### src/hdl/uutp_pkg.sv
// Shared types, character constants and helpers for the UUID text parser.
`timescale 1ns / 1ps

package uutp_pkg;

    localparam int UUID_LEN = 36;
    localparam int POS_W    = 6;
    // Digits at positions below this boundary go to the high word.
    localparam int HIGH_END = 18;

    localparam logic [7:0] CHAR_DASH    = 8'h2D;
    localparam logic [7:0] CHAR_ZERO    = 8'h30;
    localparam logic [7:0] CHAR_NINE    = 8'h39;
    localparam logic [7:0] CHAR_LOWER_A = 8'h61;
    localparam logic [7:0] CHAR_LOWER_F = 8'h66;
    localparam logic [7:0] CHAR_UPPER_A = 8'h41;
    localparam logic [7:0] CHAR_UPPER_F = 8'h46;
    localparam logic [3:0] NIBBLE_TEN   = 4'd10;

    localparam logic [POS_W-1:0] POS_MAX  = POS_W'(UUID_LEN);
    localparam logic [POS_W-1:0] POS_LAST = POS_W'(UUID_LEN - 1);
    localparam logic [POS_W-1:0] POS_HIGH = POS_W'(HIGH_END);

    typedef struct packed {
        logic       is_hex;
        logic       is_dash;
        logic [3:0] nibble;
    } char_class_t;

    function automatic logic is_dash_pos(input logic [POS_W-1:0] pos);
        return (pos == POS_W'(8)) || (pos == POS_W'(13)) ||
               (pos == POS_W'(18)) || (pos == POS_W'(23));
    endfunction

endpackage

### src/hdl/uutp_char_class.sv
// Character classifier: dash detect and hex digit decode.
`timescale 1ns / 1ps

module uutp_char_class
    import uutp_pkg::*;
(
    input  logic [7:0]  char_code,
    output char_class_t char_class
);

    logic       is_dec;
    logic       is_lower;
    logic       is_upper;
    logic [7:0] dec_off;
    logic [7:0] lower_off;
    logic [7:0] upper_off;

    always_comb begin
        is_dec    = (char_code >= CHAR_ZERO) && (char_code <= CHAR_NINE);
        is_lower  = (char_code >= CHAR_LOWER_A) && (char_code <= CHAR_LOWER_F);
        is_upper  = (char_code >= CHAR_UPPER_A) && (char_code <= CHAR_UPPER_F);
        dec_off   = char_code - CHAR_ZERO;
        lower_off = char_code - CHAR_LOWER_A;
        upper_off = char_code - CHAR_UPPER_A;

        char_class.is_dash = (char_code == CHAR_DASH);
        char_class.is_hex  = is_dec || is_lower || is_upper;
        if (is_dec) begin
            char_class.nibble = dec_off[3:0];
        end else if (is_lower) begin
            char_class.nibble = lower_off[3:0] + NIBBLE_TEN;
        end else if (is_upper) begin
            char_class.nibble = upper_off[3:0] + NIBBLE_TEN;
        end else begin
            char_class.nibble = 4'd0;
        end
    end

endmodule

### src/hdl/uuid_text_parser.sv
// Top level of the UUID text parser: position tracking, accumulators, result register.
//
//  channel | direction | handshake           | payload
//  --------+-----------+---------------------+----------------------------------------
//  s_      | in        | s_tvalid / s_tready | s_tdata = char_code, s_tlast = final_char
//  m_      | out       | m_tvalid / m_tready | m_tdata = {low_word, high_word},
//          |           |                     | m_tuser = parse_ok
//
// One character is taken per cycle while s_tready is high; classify, shift and check
// fit between the input port and the state/result registers.
// A result appears in the cycle after the transaction that carries tlast.
// s_tready drops only while a result sits in the output register and m_tready is low.
// aresetn clears the position counter, accumulators, error flag and result valid.
`timescale 1ns / 1ps

module uuid_text_parser
    import uutp_pkg::*;
(
    input  logic         aclk,
    input  logic         aresetn,
    input  logic         s_tvalid,
    output logic         s_tready,
    input  logic [7:0]   s_tdata,   // [7:0] char_code
    input  logic         s_tlast,   // final_char
    output logic         m_tvalid,
    input  logic         m_tready,
    output logic [127:0] m_tdata,   // [63:0] high_word, [127:64] low_word
    output logic [0:0]   m_tuser    // [0] parse_ok
);

    char_class_t      cls;
    logic             s_fire;
    logic             pos_dash;
    logic             char_bad;
    logic             ok_now;

    logic [POS_W-1:0] pos_reg,  pos_next;
    logic [63:0]      high_reg, high_next;
    logic [63:0]      low_reg,  low_next;
    logic             bad_reg,  bad_next;
    logic             out_valid_reg, out_valid_next;
    logic [127:0]     out_data_reg,  out_data_next;
    logic             out_ok_reg,    out_ok_next;

    uutp_char_class u_char_class (
        .char_code  (s_tdata),
        .char_class (cls)
    );

    assign s_tready = !out_valid_reg || m_tready;
    assign s_fire   = s_tvalid && s_tready;
    assign pos_dash = is_dash_pos(pos_reg);

    always_comb begin
        pos_next       = pos_reg;
        high_next      = high_reg;
        low_next       = low_reg;
        bad_next       = bad_reg;
        out_valid_next = out_valid_reg && !m_tready;
        out_data_next  = out_data_reg;
        out_ok_next    = out_ok_reg;
        char_bad       = 1'b0;
        ok_now         = 1'b0;

        if (s_fire) begin
            if (pos_reg >= POS_MAX) begin
                char_bad = 1'b1;
            end else begin
                if (pos_dash) begin
                    char_bad = !cls.is_dash;
                end else if (!cls.is_hex) begin
                    char_bad = 1'b1;
                end else if (pos_reg < POS_HIGH) begin
                    high_next = {high_reg[59:0], cls.nibble};
                end else begin
                    low_next = {low_reg[59:0], cls.nibble};
                end
                pos_next = pos_reg + POS_W'(1);
            end
            bad_next = bad_reg || char_bad;

            if (s_tlast) begin
                ok_now         = (pos_reg == POS_LAST) && !bad_next;
                out_valid_next = 1'b1;
                out_ok_next    = ok_now;
                out_data_next  = ok_now ? {low_next, high_next} : 128'd0;
                // start over for the next string
                pos_next  = '0;
                high_next = '0;
                low_next  = '0;
                bad_next  = 1'b0;
            end
        end
    end

    always_ff @(posedge aclk) begin
        if (!aresetn) begin
            pos_reg       <= '0;
            high_reg      <= '0;
            low_reg       <= '0;
            bad_reg       <= 1'b0;
            out_valid_reg <= 1'b0;
        end else begin
            pos_reg       <= pos_next;
            high_reg      <= high_next;
            low_reg       <= low_next;
            bad_reg       <= bad_next;
            out_valid_reg <= out_valid_next;
        end
    end

    always_ff @(posedge aclk) begin
        out_data_reg <= out_data_next;
        out_ok_reg   <= out_ok_next;
    end

    assign m_tvalid   = out_valid_reg;
    assign m_tdata    = out_data_reg;
    assign m_tuser[0] = out_ok_reg;

    a_pos_bound: assert property (@(posedge aclk) disable iff (!aresetn)
        pos_reg <= POS_MAX)
        else $error("position counter beyond string length");

    a_fail_zero: assert property (@(posedge aclk) disable iff (!aresetn)
        m_tvalid && !m_tuser[0] |-> m_tdata == 128'd0)
        else $error("failed parse carries nonzero words");

    a_restart: assert property (@(posedge aclk) disable iff (!aresetn)
        s_tvalid && s_tready && s_tlast |=> pos_reg == '0 && !bad_reg)
        else $error("state not cleared after final character");

    a_result: assert property (@(posedge aclk) disable iff (!aresetn)
        s_tvalid && s_tready && s_tlast |=> m_tvalid)
        else $error("final character produced no result");

    a_no_result: assert property (@(posedge aclk) disable iff (!aresetn)
        !(s_tvalid && s_tready && s_tlast) && (!m_tvalid || m_tready) |=> !m_tvalid)
        else $error("result appeared without a final character");

endmodule
### config.mk
export PLATFORM = sky130hd
export DESIGN_NAME = uuid_text_parser
export DESIGN_NICKNAME = d
export VERILOG_FILES = /design/src/hdl/uutp_pkg.sv /design/src/hdl/uutp_char_class.sv /design/src/hdl/uuid_text_parser.sv
export SDC_FILE = /design/constraint.sdc
export NUM_CORES = 1
export LEC_CHECK = 0
export BUFFER_PORTS_ARGS = -buffer_cell sky130_fd_sc_hd__buf_2
export CORE_MARGIN = 1
export CORE_UTILIZATION = 45
export DETAILED_ROUTE_END_ITERATION = 16
export PLACE_DENSITY_LB_ADDON = 0.25
export SLEW_MARGIN = 10
export SYNTH_ARGS = -nofsm -noshare
export SYNTH_HDL_FRONTEND = slang
export SYNTH_HIERARCHICAL = 1
export SYNTH_SLANG_ARGS = --single-unit
### constraint.sdc
create_clock -name aclk -period 3.65 [get_ports aclk]
set_input_delay 0.365 -clock aclk [delete_from_list [all_inputs] [get_ports aclk]]
set_output_delay 0.365 -clock aclk [all_outputs]
set_load 0.05 [all_outputs]
==> results of run 1 <==
==> layer usage <==
layer  routed length, microns  global-route usage  share of wire
met2                    11200               0.323           0.47
met1                    10900               0.280           0.46
met5                        0                   0              0
met4                      365              0.0481          0.015
met3                     1490              0.0280          0.062
==> synth_stat cells (all sizes together) (3+ instances only) <==
library cell / instances
nand2: 398
o21ai: 4
nor4: 3
buf: 32
o22ai: 128
nor2: 10
nor2b: 5
dfxtp: 136
inv: 9
edfxtp: 129
a21oi: 132
nor3: 3
ha: 6
clkbuf: 51
==> power groups by stage <==
stage | sequential (uW) | clock (uW) | combinational, uW
4_1_cts | 3200 | 3090 | 480
3_3_place_gp | 3270 | 0 | 478
3_5_place_dp | 3270 | 0 | 480
5_1_grt | 3210 | 3220 | 500
6_report | 3200 | 3050 | 478
2_1_floorplan | 3510 | 0 | 120
==> worst max-delay path, delay by kind of cell (launching register included) <==
kind	cells	cell delay, ns
AO/OA/AOI/OAI	3	0.85
adder cells (fa/ha/maj)	1	0.20
buffers and inverters	2	0.45
flip-flops	1	0.45
multiplexers	1	0.28
AND/OR/NAND/NOR	1	0.16
==> worst max path at each step <==
stage | startpoint | to | cells after the start
after floorplan | m_tvalid$_SDFF_PN0_ | m_tdata[0]$_SDFFCE_PN0P_ | 4
after global placement | s_tdata[4] | m_tdata[93]$_SDFFCE_PN0P_ | 10
after detailed placement | s_tdata[3] | m_tdata[101]$_SDFFCE_PN0P_ | 10
after CTS | pos_reg[0]$_SDFFE_PN0P_ | m_tdata[93]$_SDFFCE_PN0P_ | 8
after global routing | pos_reg[0]$_SDFFE_PN0P_ | m_tdata[69]$_SDFFCE_PN0P_ | 8
final | pos_reg[0]$_SDFFE_PN0P_ | m_tdata[97]$_SDFFCE_PN0P_ | 8
==> per-stage QoR <==
step / setup WS [ns] / instance area (sq um) / hold WS (ns) / util / power (uW)
6_report: 0.959 / 12500 / 0.211 / 0.548 / 6730
5_1_grt: 0.766 / 12500 / 0.224 / 0.548 / 6930
4_1_cts: 0.960 / 12500 / 0.187 / 0.548 / 6770
3_5_place_dp: 0.466 / 11500 / 0.459 / 0.504 / 3750
3_3_place_gp: 0.484 / 11500 / 0.456 / 0.504 / 3750
2_1_floorplan: 0.0604 / 10500 / 0.447 / - / 3630
==> layout make-up <==
cell class / count / share of cell area
sequential: 265 / 0.529
multi-input combinational: 728 / 0.282
timing repair buffer: 160 / 0.0748
clock buffer: 30 / 0.0558
tap: 313 / 0.0314
clock inverter: 20 / 0.0239
inverter: 9 / 0.00301
==> kinds of logic after synthesis <==
logic type	share of synthesized area
and+or+nand+nor	0.164
AOI/OAI and AO/OA	0.157
DFF	0.627
buffers and inverters	0.0407
adders and majority gates	0.00714
xor gates and xnor gates	0.00250
muxes	0.00143
==> flow_summary_export.csv, run 1 <==
group,metric,value,unit
run_status,status,"finished clean",
setup_path,arrival,2.95,ns
setup_path,crit_type,"reg -> reg",
power,pwr-share-seq,0.476,
power,p_switching,1590,uW
place,dp.cells,1475,
clock_tree,post-cts-setup-buffer-count,0,
sta,clock_skew,0.00853,ns
floorplanning,dieArea,0.0240,sq mm
global_route,grt_pass1_vias,7578,
power,irDropWorstVdd,368,uV
clock_tree,cts-root-buf,"clkbuf_16",
global_route,grt_pass1_wl,38700,microns
detailed_routing,initialDrtViolationCount,656,
layout,regArea,0.00660,sq mm
power,pwr-share-comb,0.071,
synth,synthArstFlopShare,0,
sta,setup_tns,0,ns
layout,largest_register_ffs,128,
synth,ys_ff_latch,265,
synth,seq_area_frac_synth,0.627,
sta,drv_slew,0,
detailed_routing,drtPass1Iterations,5,
layout,final_cell_mix,"nand2_1, buf_2, dfxtp_1",
floorplanning,start_util,0.462,
power,leakage,0.00383,uW
setup_path,worstReg2RegEnd,"m_tdata[97]$_SDFFCE_PN0P_",
clock_tree,cts_tree,"done",
power,swShare,0.236,
synth,syn_area_per_cell,9.69,sq um
synth,yosys.area.top_type_share,0.368,
place,place.gp.congestion,0.812,
setup_path,slowest_stage,"a211o_4",
worst_hold_path,hold-path-endpoint,"m_tvalid$_SDFF_PN0_",
floorplanning,io_pins,144,
layout,diodes,0,
detailed_routing,ant_nets,0,
clock_tree,numCtsBuffers,27,
clock_tree,cts.sinks,265,
floorplanning,die_h,155,microns
setup_path,critPathMaxStageDelay,0.46,ns
floorplanning,rows,55,
global_route,grt_usage,0.198,
detailed_routing,post_drt_wl_per_cell,15.7,microns
synth,synth_flop_cell,"dfxtp_1",
worst_hold_path,hp-class,"in -> reg",
floorplanning,coreArea,0.0228,sq mm
clock_tree,cts_resized,0,
clock_tree,holdBufCountCts,0,
detailed_routing,drcViolationCount,0,
clock_tree,clk_path_buf_depth,3,
power,p_clk_frac,0.453,
layout,layout.nets,1210,
detailed_routing,vias,8161,
clock_tree,htreeDepth,1,
global_route,overflow,0,
place,dpl.hpwl,14400,microns
setup_path,end_kind,"flop",
layout,area_growth_syn_to_layout,18.7,%
layout,layoutNonFillerInstCount,1525,
layout,drive_gt1_frac,0.183,
setup_path,r2r_cells,8,
layout,layout_commonest_cell,"nand2_1",
detailed_routing,wl,23900,microns
clock_tree,clkSlewWorstSetupHoldPaths,0.06,ns
synth,synth_edf_count,129,
power,powerDensity,539,mW/mm^2
layout,fillers,2057,
power,power.internal,5140,uW
setup_path,worstPathMaxFanout,71,
setup_path,path_cells,"inv_1, ha_1, mux2_4, and3_1, o21ai_0, a211o_4, buf_12, a21oi_1",
worst_hold_path,min_from,"m_tready",
synth,synth_top_cell_by_area,"edfxtp_1",
setup_path,r2r_start,"pos_reg[0]$_SDFFE_PN0P_",
sta,final-setup-viol-count,0,
sta,rsz0062_at_grt,"no",
sta,finalHoldViolCount,0,
sta,slew_headroom,0.514,
synth,ys_types,49,
setup_path,start_kind,"flop",
clock_tree,clk_latency,0.53,ns
job,maxCapViolations,0,
sta,period_needed,2.69,ns
floorplanning,die_w,155,microns
global_route,antenna_found_initial,0,
detailed_routing,routed_via_density,5.35,
sta,max_slew.worst_pin.slew,0.726,ns
sta,period_share,0.737,
synth,synthesis.area,0.0105,sq mm
worst_hold_path,whs_path_depth,3,
sta,fmax,0.372,GHz
setup_path,critPathRequiredTime,3.91,ns
synth,synth_nets,1104,
synth,synth.area.top_cells,"edfxtp_1, dfxtp_1, nand2_1",
place,port_buffers,143,
setup_path,reg2reg_slack,0.96,ns
synth,netlist_instances,1085,
layout,multi_input_area,0.00352,sq mm
synth,yosys_warnings,6,
global_route,grt_max_degree,77,
No activity file was read; power rests on OpenSTA's default activity.
==> run 2, diff against run 1 <==
==> constraint.sdc (replaced) <==
create_clock -name aclk -period 2.25 [get_ports aclk]
set_input_delay 0.225 -clock aclk [delete_from_list [all_inputs] [get_ports aclk]]
set_output_delay 0.225 -clock aclk [all_outputs]
set_load 0.05 [all_outputs]
==> run 2 against run 1 <==
  * The run now ends with setup timing left
  * Global-route usage increased by 1.9 points
  * Combinational power increased by 90%
  * Wire length increased by 17%
  * Setup slack got worse by 1.1 ns
  * Via count increased by 6.7%
  * Critical path type unchanged
  * Largest power group unchanged
  * Highest routed layer unchanged
==> flow_summary_export.csv, run 2 (synthesis gave the netlist of run 1 again) <==
group,metric,value,unit
run_status,status,"complete, but fails checks",
run_status,violations,"setup timing",
place,dpl.hpwl,15700,microns
job,maxCapViolations,0,
sta,final-setup-viol-count,143,
setup_path,start_kind,"flop",
detailed_routing,drtPass1Iterations,5,
global_route,grt_pass1_wl,41800,microns
detailed_routing,wl,28000,microns
detailed_routing,drcViolationCount,0,
layout,layoutNonFillerInstCount,1596,
layout,layout.nets,1281,
sta,period_share,1.06,
sta,slew_headroom,0.657,
sta,fmax,0.419,GHz
layout,diodes,0,
clock_tree,holdBufCountCts,0,
global_route,antenna_found_initial,0,
setup_path,end_kind,"flop",
sta,clock_skew,0.00974,ns
power,p_clk_frac,0.424,
setup_path,reg2reg_slack,-0.14,ns
layout,finalCoreUtilization,0.622,
detailed_routing,initialDrtViolationCount,644,
place,port_buffers,143,
layout,final_cell_mix,"nand2_1, buf_2, dfxtp_1",
setup_path,r2r_start,"pos_reg[0]$_SDFFE_PN0P_",
floorplanning,die_h,155,microns
worst_hold_path,hold-path-endpoint,"m_tvalid$_SDFF_PN0_",
clock_tree,cts-root-buf,"clkbuf_16",
floorplanning,start_util,0.462,
detailed_routing,post_drt_wl_per_cell,17.6,microns
sta,drv_slew,0,
power,pwr-share-comb,0.086,
sta,period_needed,2.39,ns
power,power.internal,8010,uW
worst_hold_path,min_from,"m_tready",
floorplanning,io_pins,144,
layout,fillers,1821,
setup_path,crit_type,"reg -> reg",
setup_path,r2r_cells,9,
clock_tree,htreeDepth,1,
power,pwr-share-seq,0.491,
floorplanning,coreArea,0.0228,sq mm
sta,finalHoldViolCount,0,
layout,largest_register_ffs,128,
setup_path,critPathRequiredTime,2.66,ns
layout,layout_commonest_cell,"nand2_1",
sta,rsz0062_at_grt,"yes",
power,irDropWorstVdd,448,uV
global_route,grt_pass1_vias,7914,
detailed_routing,ant_nets,0,
global_route,grt_usage,0.217,
setup_path,arrival,2.79,ns
floorplanning,dieArea,0.0240,sq mm
clock_tree,cts.sinks,265,
sta,max_slew.worst_pin.slew,0.515,ns
place,dp.cells,1517,
clock_tree,clk_path_buf_depth,3,
setup_path,startpoint,"pos_reg[0]$_SDFFE_PN0P_",
detailed_routing,routed_via_density,5.45,
layout,area_growth_syn_to_layout,34.8,%
global_route,grt_max_degree,77,
clock_tree,numCtsBuffers,27,
power,leakage,0.00444,uW
clock_tree,cts_tree,"done",
place,place.gp.congestion,0.844,
sta,fin_ws,-0.135,ns
detailed_routing,vias,8705,
clock_tree,clk_latency,0.53,ns
setup_path,worstReg2RegEnd,"low_reg[44]$_SDFFE_PN0P_",
worst_hold_path,hp-class,"in -> reg",
floorplanning,die_w,155,microns
layout,drive_gt1_frac,0.353,
clock_tree,clkSlewWorstSetupHoldPaths,0.06,ns
power,swShare,0.243,
setup_path,worstPathMaxFanout,14,
power,powerDensity,747,mW/mm^2
global_route,overflow,0,
floorplanning,rows,55,
power,p_switching,2570,uW
worst_hold_path,whs_path_depth,3,
-- run 2: per-layer routing --
| layer | wire length, microns | track usage |
|---|---|---|
| met5 | 0 | 0 |
| met4 | 542 | 0.0608 |
| met3 | 1570 | 0.0280 |
| met1 | 12600 | 0.314 |
| met2 | 13300 | 0.342 |
-- run 2: how the worst max path moves through the flow --
stage	endpoint
after detailed placement	low_reg[7]$_SDFFE_PN0P_
after global placement	low_reg[10]$_SDFFE_PN0P_
after floorplan	m_tdata[0]$_SDFFCE_PN0P_
after CTS	m_tdata[108]$_SDFFCE_PN0P_
after global routing	low_reg[37]$_SDFFE_PN0P_
final	low_reg[44]$_SDFFE_PN0P_
-- run 2: critical path, cell delays in order (launching register included) --
cell and delay, ns:
dfxtp_2 0.36, inv_2 0.06, ha_4 0.15, mux2_4 0.27
a31o_1 0.25, or4_4 0.56, o21ai_4 0.20, buf_6 0.18
buf_16 0.15, o22ai_1 0.09
-- run 2: through the flow --
| stage | hold slack [ns] | setup slack (ns) | power (uW) | instance area [sq um] | setup TNS [ns] |
|---|---|---|---|---|---|
| after floorplan | 0.435 | -0.924 | 5890 | 10900 | -159.93 |
| after CTS | 0.0377 | -0.0974 | 10600 | 13600 | -10.64 |
| after detailed placement | 0.462 | -0.510 | 6120 | 12100 | -95.64 |
| final | 0.0380 | -0.135 | 10600 | 14200 | -13.97 |
| after global placement | 0.455 | -0.478 | 6110 | 12100 | -92.60 |
| after global routing | 0.0814 | -0.179 | 10900 | 14200 | -23.43 |
-- run 2: what timing repair did --
| action | in CTS | in global routing |
|---|---|---|
| resized for setup | 84 | 80 |
| cloned | 8 | 10 |
| setup buffers | 8 | 5 |
| endpoints found under the setup margin | 169 | 232 |
| pin swaps | 5 | 2 |
-- run 2: cell type report --
class,count,area (sq um),area share
sequential,265,6600,0.466
tap,313,392,0.0276
multi-input combinational,728,4260,0.301
clock inverter,10,106,0.00751
inverter,9,37.5,0.00265
timing repair buffer,231,1980,0.140
clock buffer,40,785,0.0554
-- run 2: power groups by stage --
| stage | clock network (uW) | logic (uW) | registers [uW] |
|---|---|---|---|
| detailed placement | 0 | 826 | 5290 |
| floorplan | 0 | 198 | 5690 |
| CTS | 4530 | 858 | 5190 |
| global placement | 0 | 822 | 5290 |
| global route | 4730 | 946 | 5200 |
| finish | 4480 | 907 | 5190 |
